===== config.mk =====
export PLATFORM = sky130hd
export DESIGN_NAME = bus_byte_to_hires_pixel_writer
export DESIGN_NICKNAME = d
export VERILOG_FILES = /design/src/hdl/bbhpw_pkg.sv /design/src/hdl/bbhpw_front.sv /design/src/hdl/bbhpw_queue.sv /design/src/hdl/bbhpw_back.sv /design/src/hdl/bus_byte_to_hires_pixel_writer.sv
export SDC_FILE = /design/constraint.sdc
export NUM_CORES = 1
export LEC_CHECK = 0
export ABC_AREA = 1
export BUFFER_PORTS_ARGS = -buffer_cell sky130_fd_sc_hd__buf_4
export CAP_MARGIN = 40
export CORE_MARGIN = 2
export CORE_UTILIZATION = 45
export CTS_BUF_LIST = sky130_fd_sc_hd__clkbuf_2 sky130_fd_sc_hd__clkbuf_4 sky130_fd_sc_hd__clkbuf_8
export DETAILED_ROUTE_END_ITERATION = 8
export PLACE_DENSITY = 0.61
export SETUP_SLACK_MARGIN = 0.3
export SYNTH_ARGS = -nofsm -noshare
export SYNTH_HDL_FRONTEND = slang
export SYNTH_SLANG_ARGS = --single-unit

===== constraint.sdc =====
create_clock -name clk -period 6.2 [get_ports clk]
set_input_delay 1.24 -clock clk [delete_from_list [all_inputs] [get_ports clk]]
set_output_delay 1.24 -clock clk [all_outputs]
set_load 0.005 [all_outputs]

===== src/hdl/bbhpw_pkg.sv =====
// ----------------------------------------------------------------------------
// bbhpw_pkg
// Shared types and constants for the hi-res pixel writer: link tags, page
// decode constants and the write command passed from front to back.
// ----------------------------------------------------------------------------
package bbhpw_pkg;

  typedef enum logic [1:0] {
    TAG_ADDR_HIGH = 2'd0,
    TAG_ADDR_MID  = 2'd1,
    TAG_ADDR_LOW  = 2'd2,
    TAG_DATA_WR   = 2'd3
  } link_tag_t;

  localparam logic [2:0] PAGE_TOP   = 3'b001;  // address bits 15..13 of 0x2000
  localparam logic [6:0] ROW_LAST   = 7'd119;
  localparam logic [6:0] GROUP_W    = 7'd40;
  localparam logic [6:0] GROUP_W2   = 7'd80;
  localparam int         PIXELS     = 7;
  localparam int         QUEUE_DEPTH_DEF = 4;

  // One decoded write: first column, screen line and the seven shown bits.
  typedef struct packed {
    logic [8:0] base_x;
    logic [7:0] line;
    logic [6:0] data;
  } wr_cmd_t;

endpackage


===== src/hdl/bbhpw_front.sv =====
// ----------------------------------------------------------------------------
// bbhpw_front
// Assembles the bus address and data from tagged link bytes and decodes each
// completed write that lands on a visible hi-res byte into a write command.
// ----------------------------------------------------------------------------
module bbhpw_front import bbhpw_pkg::*; (
  input  logic       clk,
  input  logic       rst,
  input  logic       link_valid,
  output logic       link_stall,
  input  logic [7:0] link_byte,
  output logic       cmd_valid,
  input  logic       cmd_stall,
  output wr_cmd_t    cmd
);

  logic [15:0] bus_address;
  logic [15:0] bus_address_next;
  // Data bits 5..0 are always zero between writes, so only bit 6 is kept.
  logic        bus_data6;
  logic        bus_data6_next;
  logic        accept;
  link_tag_t   tag;
  logic [5:0]  payload;
  logic [6:0]  offset;
  logic [6:0]  column;
  logic [1:0]  group;
  logic        hit;

  assign link_stall = cmd_stall;
  assign accept     = link_valid && !link_stall;
  assign tag        = link_tag_t'(link_byte[7:6]);
  assign payload    = link_byte[5:0];
  assign offset     = bus_address[6:0];

  always_comb begin
    if (offset >= GROUP_W2) begin
      group  = 2'd2;
      column = offset - GROUP_W2;
    end else if (offset >= GROUP_W) begin
      group  = 2'd1;
      column = offset - GROUP_W;
    end else begin
      group  = 2'd0;
      column = offset;
    end
  end

  assign hit = (bus_address[15:13] == PAGE_TOP) && (offset <= ROW_LAST);

  assign cmd_valid   = link_valid && (tag == TAG_DATA_WR) && hit;
  assign cmd.base_x  = {column[5:0], 3'b000} - {3'b000, column[5:0]};
  assign cmd.line    = {group[1:0], bus_address[9:7], bus_address[12:10]};
  assign cmd.data    = {bus_data6, payload};

  always_comb begin
    bus_address_next = bus_address;
    bus_data6_next   = bus_data6;
    unique case (tag)
      TAG_ADDR_HIGH: bus_address_next = {payload, 10'd0};
      TAG_ADDR_MID:  bus_address_next = bus_address | {6'd0, payload, 4'd0};
      TAG_ADDR_LOW: begin
        bus_address_next = bus_address | {12'd0, payload[5:2]};
        bus_data6_next   = payload[0];
      end
      TAG_DATA_WR: begin
        bus_address_next = {bus_address[15:4], 4'd0};
        bus_data6_next   = 1'b0;
      end
      default: bus_address_next = bus_address;
    endcase
  end

  always_ff @(posedge clk) begin
    if (rst) begin
      bus_address <= '0;
      bus_data6   <= 1'b0;
    end else if (accept) begin
      bus_address <= bus_address_next;
      bus_data6   <= bus_data6_next;
    end
  end

endmodule


===== src/hdl/bbhpw_queue.sv =====
// ----------------------------------------------------------------------------
// bbhpw_queue
// Small first-in first-out queue of write commands between front and back.
// ----------------------------------------------------------------------------
module bbhpw_queue import bbhpw_pkg::*; #(
  parameter int DEPTH = QUEUE_DEPTH_DEF
) (
  input  logic    clk,
  input  logic    rst,
  input  logic    in_valid,
  output logic    in_stall,
  input  wr_cmd_t in_cmd,
  output logic    out_valid,
  input  logic    out_stall,
  output wr_cmd_t out_cmd
);

  localparam int PW = (DEPTH > 1) ? $clog2(DEPTH) : 1;
  localparam int CW = $clog2(DEPTH + 1);
  localparam logic [PW-1:0] PTR_LAST = PW'(DEPTH - 1);
  localparam logic [CW-1:0] CNT_FULL = CW'(DEPTH);

  wr_cmd_t       slots [DEPTH];
  logic [PW-1:0] wr_ptr;
  logic [PW-1:0] rd_ptr;
  logic [CW-1:0] count;
  logic          push;
  logic          pop;

  assign in_stall  = (count == CNT_FULL);
  assign out_valid = (count != '0);
  assign push      = in_valid && !in_stall;
  assign pop       = out_valid && !out_stall;
  assign out_cmd   = slots[rd_ptr];

  always_ff @(posedge clk) begin
    if (push) begin
      slots[wr_ptr] <= in_cmd;
    end
  end

  always_ff @(posedge clk) begin
    if (rst) begin
      wr_ptr <= '0;
      rd_ptr <= '0;
      count  <= '0;
    end else begin
      if (push) begin
        wr_ptr <= (wr_ptr == PTR_LAST) ? '0 : wr_ptr + 1'b1;
      end
      if (pop) begin
        rd_ptr <= (rd_ptr == PTR_LAST) ? '0 : rd_ptr + 1'b1;
      end
      if (push && !pop) begin
        count <= count + 1'b1;
      end else if (pop && !push) begin
        count <= count - 1'b1;
      end
    end
  end

endmodule


===== src/hdl/bbhpw_back.sv =====
// ----------------------------------------------------------------------------
// bbhpw_back
// Expands each write command into seven pixel requests, one per cycle while
// the output is not stalled, through a registered output stage.
// ----------------------------------------------------------------------------
module bbhpw_back import bbhpw_pkg::*; (
  input  logic       clk,
  input  logic       rst,
  input  logic       cmd_valid,
  output logic       cmd_stall,
  input  wr_cmd_t    cmd,
  output logic       pixel_valid,
  input  logic       pixel_stall,
  output logic [8:0] pixel_x,
  output logic [7:0] pixel_y,
  output logic       pixel_lit,
  output logic       last_pixel
);

  localparam int IW = $clog2(PIXELS);
  localparam logic [IW-1:0] IDX_LAST = IW'(PIXELS - 1);

  logic          busy;
  logic [IW-1:0] idx;
  logic [8:0]    cur_x;
  logic [7:0]    cur_y;
  logic [6:0]    bits;
  logic          advance;
  logic          take;

  // A pixel moves to the output stage whenever that stage is free or drains.
  assign advance   = busy && (!pixel_valid || !pixel_stall);
  assign take      = cmd_valid && (!busy || (advance && idx == IDX_LAST));
  assign cmd_stall = !(!busy || (advance && idx == IDX_LAST));

  always_ff @(posedge clk) begin
    if (rst) begin
      busy <= 1'b0;
      idx  <= '0;
    end else if (take) begin
      busy <= 1'b1;
      idx  <= '0;
    end else if (advance) begin
      busy <= (idx != IDX_LAST);
      idx  <= idx + 1'b1;
    end
  end

  always_ff @(posedge clk) begin
    if (take) begin
      cur_x <= cmd.base_x;
      cur_y <= cmd.line;
      bits  <= cmd.data;
    end else if (advance) begin
      cur_x <= cur_x + 9'd1;
      bits  <= {1'b0, bits[6:1]};
    end
  end

  always_ff @(posedge clk) begin
    if (rst) begin
      pixel_valid <= 1'b0;
    end else if (!pixel_valid || !pixel_stall) begin
      pixel_valid <= busy;
    end
  end

  always_ff @(posedge clk) begin
    if (advance) begin
      pixel_x    <= cur_x;
      pixel_y    <= cur_y;
      pixel_lit  <= bits[0];
      last_pixel <= (idx == IDX_LAST);
    end
  end

endmodule


===== src/hdl/bus_byte_to_hires_pixel_writer.sv =====
// ----------------------------------------------------------------------------
// bus_byte_to_hires_pixel_writer
// Tagged link bytes in, hi-res framebuffer pixel requests out.
// ----------------------------------------------------------------------------
// The block takes one link byte per cycle while its command queue has room.
// Tag bytes build a bus address and data byte; a completed write to a visible
// hi-res byte becomes a command that waits in a QUEUE_DEPTH entry queue. The
// back end turns each command into seven pixel requests, one per cycle while
// the output is not stalled, so a write costs output time and other bytes
// cost none; the pixel expander sets the sustained rate. The command from a
// completing byte is queued, taken into the expander and then registered.
module bus_byte_to_hires_pixel_writer import bbhpw_pkg::*; #(
  parameter int QUEUE_DEPTH = QUEUE_DEPTH_DEF
) (
  input  logic       clk,
  input  logic       rst,
  input  logic       link_valid,
  output logic       link_stall,
  input  logic [7:0] link_byte,
  output logic       pixel_valid,
  input  logic       pixel_stall,
  output logic [8:0] pixel_x,
  output logic [7:0] pixel_y,
  output logic       pixel_lit,
  output logic       last_pixel
);

  logic    fq_valid;
  logic    fq_stall;
  wr_cmd_t fq_cmd;
  logic    qb_valid;
  logic    qb_stall;
  wr_cmd_t qb_cmd;

  bbhpw_front u_front (
    .clk        (clk),
    .rst        (rst),
    .link_valid (link_valid),
    .link_stall (link_stall),
    .link_byte  (link_byte),
    .cmd_valid  (fq_valid),
    .cmd_stall  (fq_stall),
    .cmd        (fq_cmd)
  );

  bbhpw_queue #(
    .DEPTH (QUEUE_DEPTH)
  ) u_queue (
    .clk       (clk),
    .rst       (rst),
    .in_valid  (fq_valid),
    .in_stall  (fq_stall),
    .in_cmd    (fq_cmd),
    .out_valid (qb_valid),
    .out_stall (qb_stall),
    .out_cmd   (qb_cmd)
  );

  bbhpw_back u_back (
    .clk         (clk),
    .rst         (rst),
    .cmd_valid   (qb_valid),
    .cmd_stall   (qb_stall),
    .cmd         (qb_cmd),
    .pixel_valid (pixel_valid),
    .pixel_stall (pixel_stall),
    .pixel_x     (pixel_x),
    .pixel_y     (pixel_y),
    .pixel_lit   (pixel_lit),
    .last_pixel  (last_pixel)
  );

endmodule


==> impl_metrics.toml <==
[clock_tree]
clk_pin_slew_ns = 0.08
cts_max_path_buffers = 2
htree_levels = 4
postCtsHoldBufs = 0
cts-resized-gates = 0
cts_tree = "yes"
cts-root-buf = "clkbuf_8"
clkLatencyLatePin_ns = 0.45
cts_made_buffers = 17
clock-sinks = 170
cts_setup_buffers = 0

[placement]
placed_area_sq_um = 7641
dp_hpwl_mm = 9.310
port_buffers = 32
post-place-ws_ns = 2.530
gp_congestion = 0.7931

[finish]
num_antenna_cells = 0
final_design_area_no_fill_sq_um = 8039
ff_latch_area_sq_um = 4795
layout-drive-gt1-share_pct = 15.77
multi_input_comb_area_sq_um = 2039
nets = 688
final_cell_mix = "edfxtp_1, nor2_1, nand2_1, inv_1, o21ai_0"
fillerInstances = 1409
final_common_cell = "edfxtp_1"
synthToLayoutAreaGrowth_pct = 12.76

[pwr]
internal_power_mw = 2.269
powerDensity_nw_per_um2 = 418.8
power_frac_seq_pct = 48.3
p_leak_nw = 3.050
clkPwrFrac_pct = 23.3
switching_share_pct = 32.60
pwr-share-comb_pct = 28.4
p_sw_mw = 1.098
ir_worst_vdd_mv = 0.1528

[yosys]
postSynthCellCount = 613
synthesis.area_sq_um = 7129
synthDistinctLibCells = 38
avgSynthCellArea_sq_um = 11.63
synth_top_cell_area_share_pct = 58.55
yosysWarnings = 0
ys_seq_area_share_pct = 67.25
synthTopCellsByArea = "edfxtp_1, dfxtp_1, nor2_1, ha_1, o21ai_0"
syn_nets = 648
ys_ff_latch = 170
synthFlopType = "edfxtp_1"
ys_async_sr_fraction_pct = 0
synth_largest_area_cell = "edfxtp_1"
synth-edff-count = 139

[grt]
met2_usage_pct = 27.69
grt_pass1_wl_mm = 22.32
use_met3_pct = 4.551
grt_usage_pct = 17.68
grt.overflow.total = 0
top_usage_layer = "met2"
antenna_found_initial = 0
grt_pass1_vias = 4318
gr-usage-met1_pct = 24.00
grt_max_degree = 50

[worst_setup_path]
crit_cells = 14
r2r_setup_slack_ns = 3.30
worst_path_max_delay_cell = "fa_1"
cp.arrival_ns = 3.51
worstPathRequired_ns = 6.53
path_buf_inv = 5
crit_top_cell = "inv_1"
crit_family = "simple AND/OR/NAND/NOR gates"
startpoint_type = "primary input"
critPathKind = "primary input to flip-flop"
path_cells = "buf_4 -> inv_1 -> nor2_1 -> inv_1 -> nor3_1 -> nand2_1 -> inv_1 -> ha_1 -> inv_1 -> fa_1 -> a21oi_1 -> o21ai_0 -> o21ai_0 -> a21oi_1"
slowest_delay_ns = 0.38
rr_worst_depth = 15
critPathCaptureType = "flip-flop"
path_max_fanout = 8

[sta]
hold_ws_ns = 0.4214
setup_viol = 0
maxSlewHeadroom_pct = 45.64
fin_crit_ns = 3.175
rsz0062_at_grt = "no"
maxSlewViolCount = 0
fin_setup_tns_ns = 0
final.period_utilization_pct = 51.20
max_freq_ghz = 0.3150
hold_viol_final = 0
worst_slew_pin_slew_ns = 0.8145
finalWorstSetupSlack_ns = 3.025
finClkSkew_ns = 0.01284

[route]
ant_nets = 0
vias = 4445
drt_iter0_markers = 316
remaining_drc_errors = 0
wl_mm = 13.84
wl_per_cell_microns = 15.69
firstDrtPassIters = 5
via_per_inst = 5.040

[floorplanning]
die_h_microns = 129.9
coreArea_sq_um = 15660
ios = 33
rows = 46
fp.dieArea_sq_um = 16870
die_width_microns = 129.9
start_util_pct = 45.54

[flow_run]
drv_cap = 0

[hold_path]
hold_path_depth = 0
hold_class = "flip-flop to flip-flop"

[status]
status = "complete, no violations"
==> kinds of logic after synthesis <==
logic type,share of synthesized area (%)
XOR/XNOR,1.106
buffers and inverters,4.282
AND/OR/NAND/NOR,13.41
flip-flops,67.25
AO/OA/AOI/OAI,9.810
adder cells (fa/ha/maj),4.142
==> layout make-up <==
type / count / area share, %
Tap cell: 216 / 3.362
Clock inverter: 13 / 1.852
Inverter: 59 / 2.755
Multi-Input combinational cell: 364 / 25.37
Sequential cell: 170 / 59.64
Clock buffer: 19 / 3.097
Timing Repair Buffer: 41 / 3.922
==> power by group through the flow <==
stage | registers, mW | clock network (mW) | logic [mW]
floorplan | 1.63 | 0 | 0.653
global placement | 1.66 | 0 | 0.924
detailed placement | 1.66 | 0 | 0.966
CTS | 1.63 | 0.796 | 0.971
global route | 1.65 | 0.843 | 1.09
finish | 1.63 | 0.783 | 0.957
==> registers in the layout, summed over array words and instances (netlist names), 2 cells and up, named ones only <==
name and cells:
u_back.bits 7, u_back.cur_x 9, u_queue.wr_ptr 2, u_queue.slots 96
u_back.pixel_x 9, u_front.bus_address 16, u_queue.rd_ptr 2, u_back.cur_y 8
u_back.idx 3, u_back.pixel_y 8, u_queue.count 3
==> worst paths after layout <==
check | to | startpoint
max | u_queue.count[2] | link_valid
min | u_back.pixel_y[2] | u_back.cur_y[2]
max reg2reg | u_queue.slots[2][23] | u_front.bus_address[0]
min reg2reg | u_back.pixel_y[2] | u_back.cur_y[2]
==> cell usage after synthesis, types with 2 or more instances <==
| master | count |
|---|---|
| ha_1 | 22 |
| xnor2_1 | 3 |
| nand2_4 | 6 |
| a221oi_2 | 2 |
| a221o_1 | 2 |
| nand3_2 | 3 |
| nor2_1 | 86 |
| o21ai_0 | 55 |
| clkbuf_1 | 12 |
| o22ai_1 | 11 |
| a31oi_1 | 9 |
| nor3_1 | 3 |
| buf_2 | 4 |
| nand2_2 | 6 |
| inv_1 | 55 |
| nor2_2 | 2 |
| dfxtp_1 | 31 |
| edfxtp_1 | 139 |
| nand4_1 | 6 |
| or2_2 | 3 |
| a21oi_1 | 37 |
| nand2_1 | 69 |
| inv_2 | 4 |
| buf_1 | 3 |
| a31o_2 | 2 |
| xor2_1 | 6 |
| nand3_1 | 20 |
| a211oi_1 | 2 |
==> metal layers <==
metal	up-vias	part of all wire [%]
met1	2099	46
met3	16	4.4
met2	115	48
met4	0	1.8
li1	2215	-
met5	-	0
==> worst reg2reg max path, delay by kind of cell (launching register included) <==
kind | cells | cell delay, ns
and+or+nand+nor | 10 | 0.88
buffers and inverters | 1 | 0.17
adders and majority gates | 3 | 0.82
AOI/OAI and AO/OA | 1 | 0.25
DFF | 1 | 0.50
==> metrics by stage <==
step	power (mW)	cells	utilization [%]
2_1_floorplan	2.285	613	-
3_3_place_gp	2.587	849	48.71
3_5_place_dp	2.621	850	48.81
4_1_cts	3.397	882	51.35
5_1_grt	3.582	882	51.35
6_report	3.367	882	51.35
(Power assumes the default switching activity.)
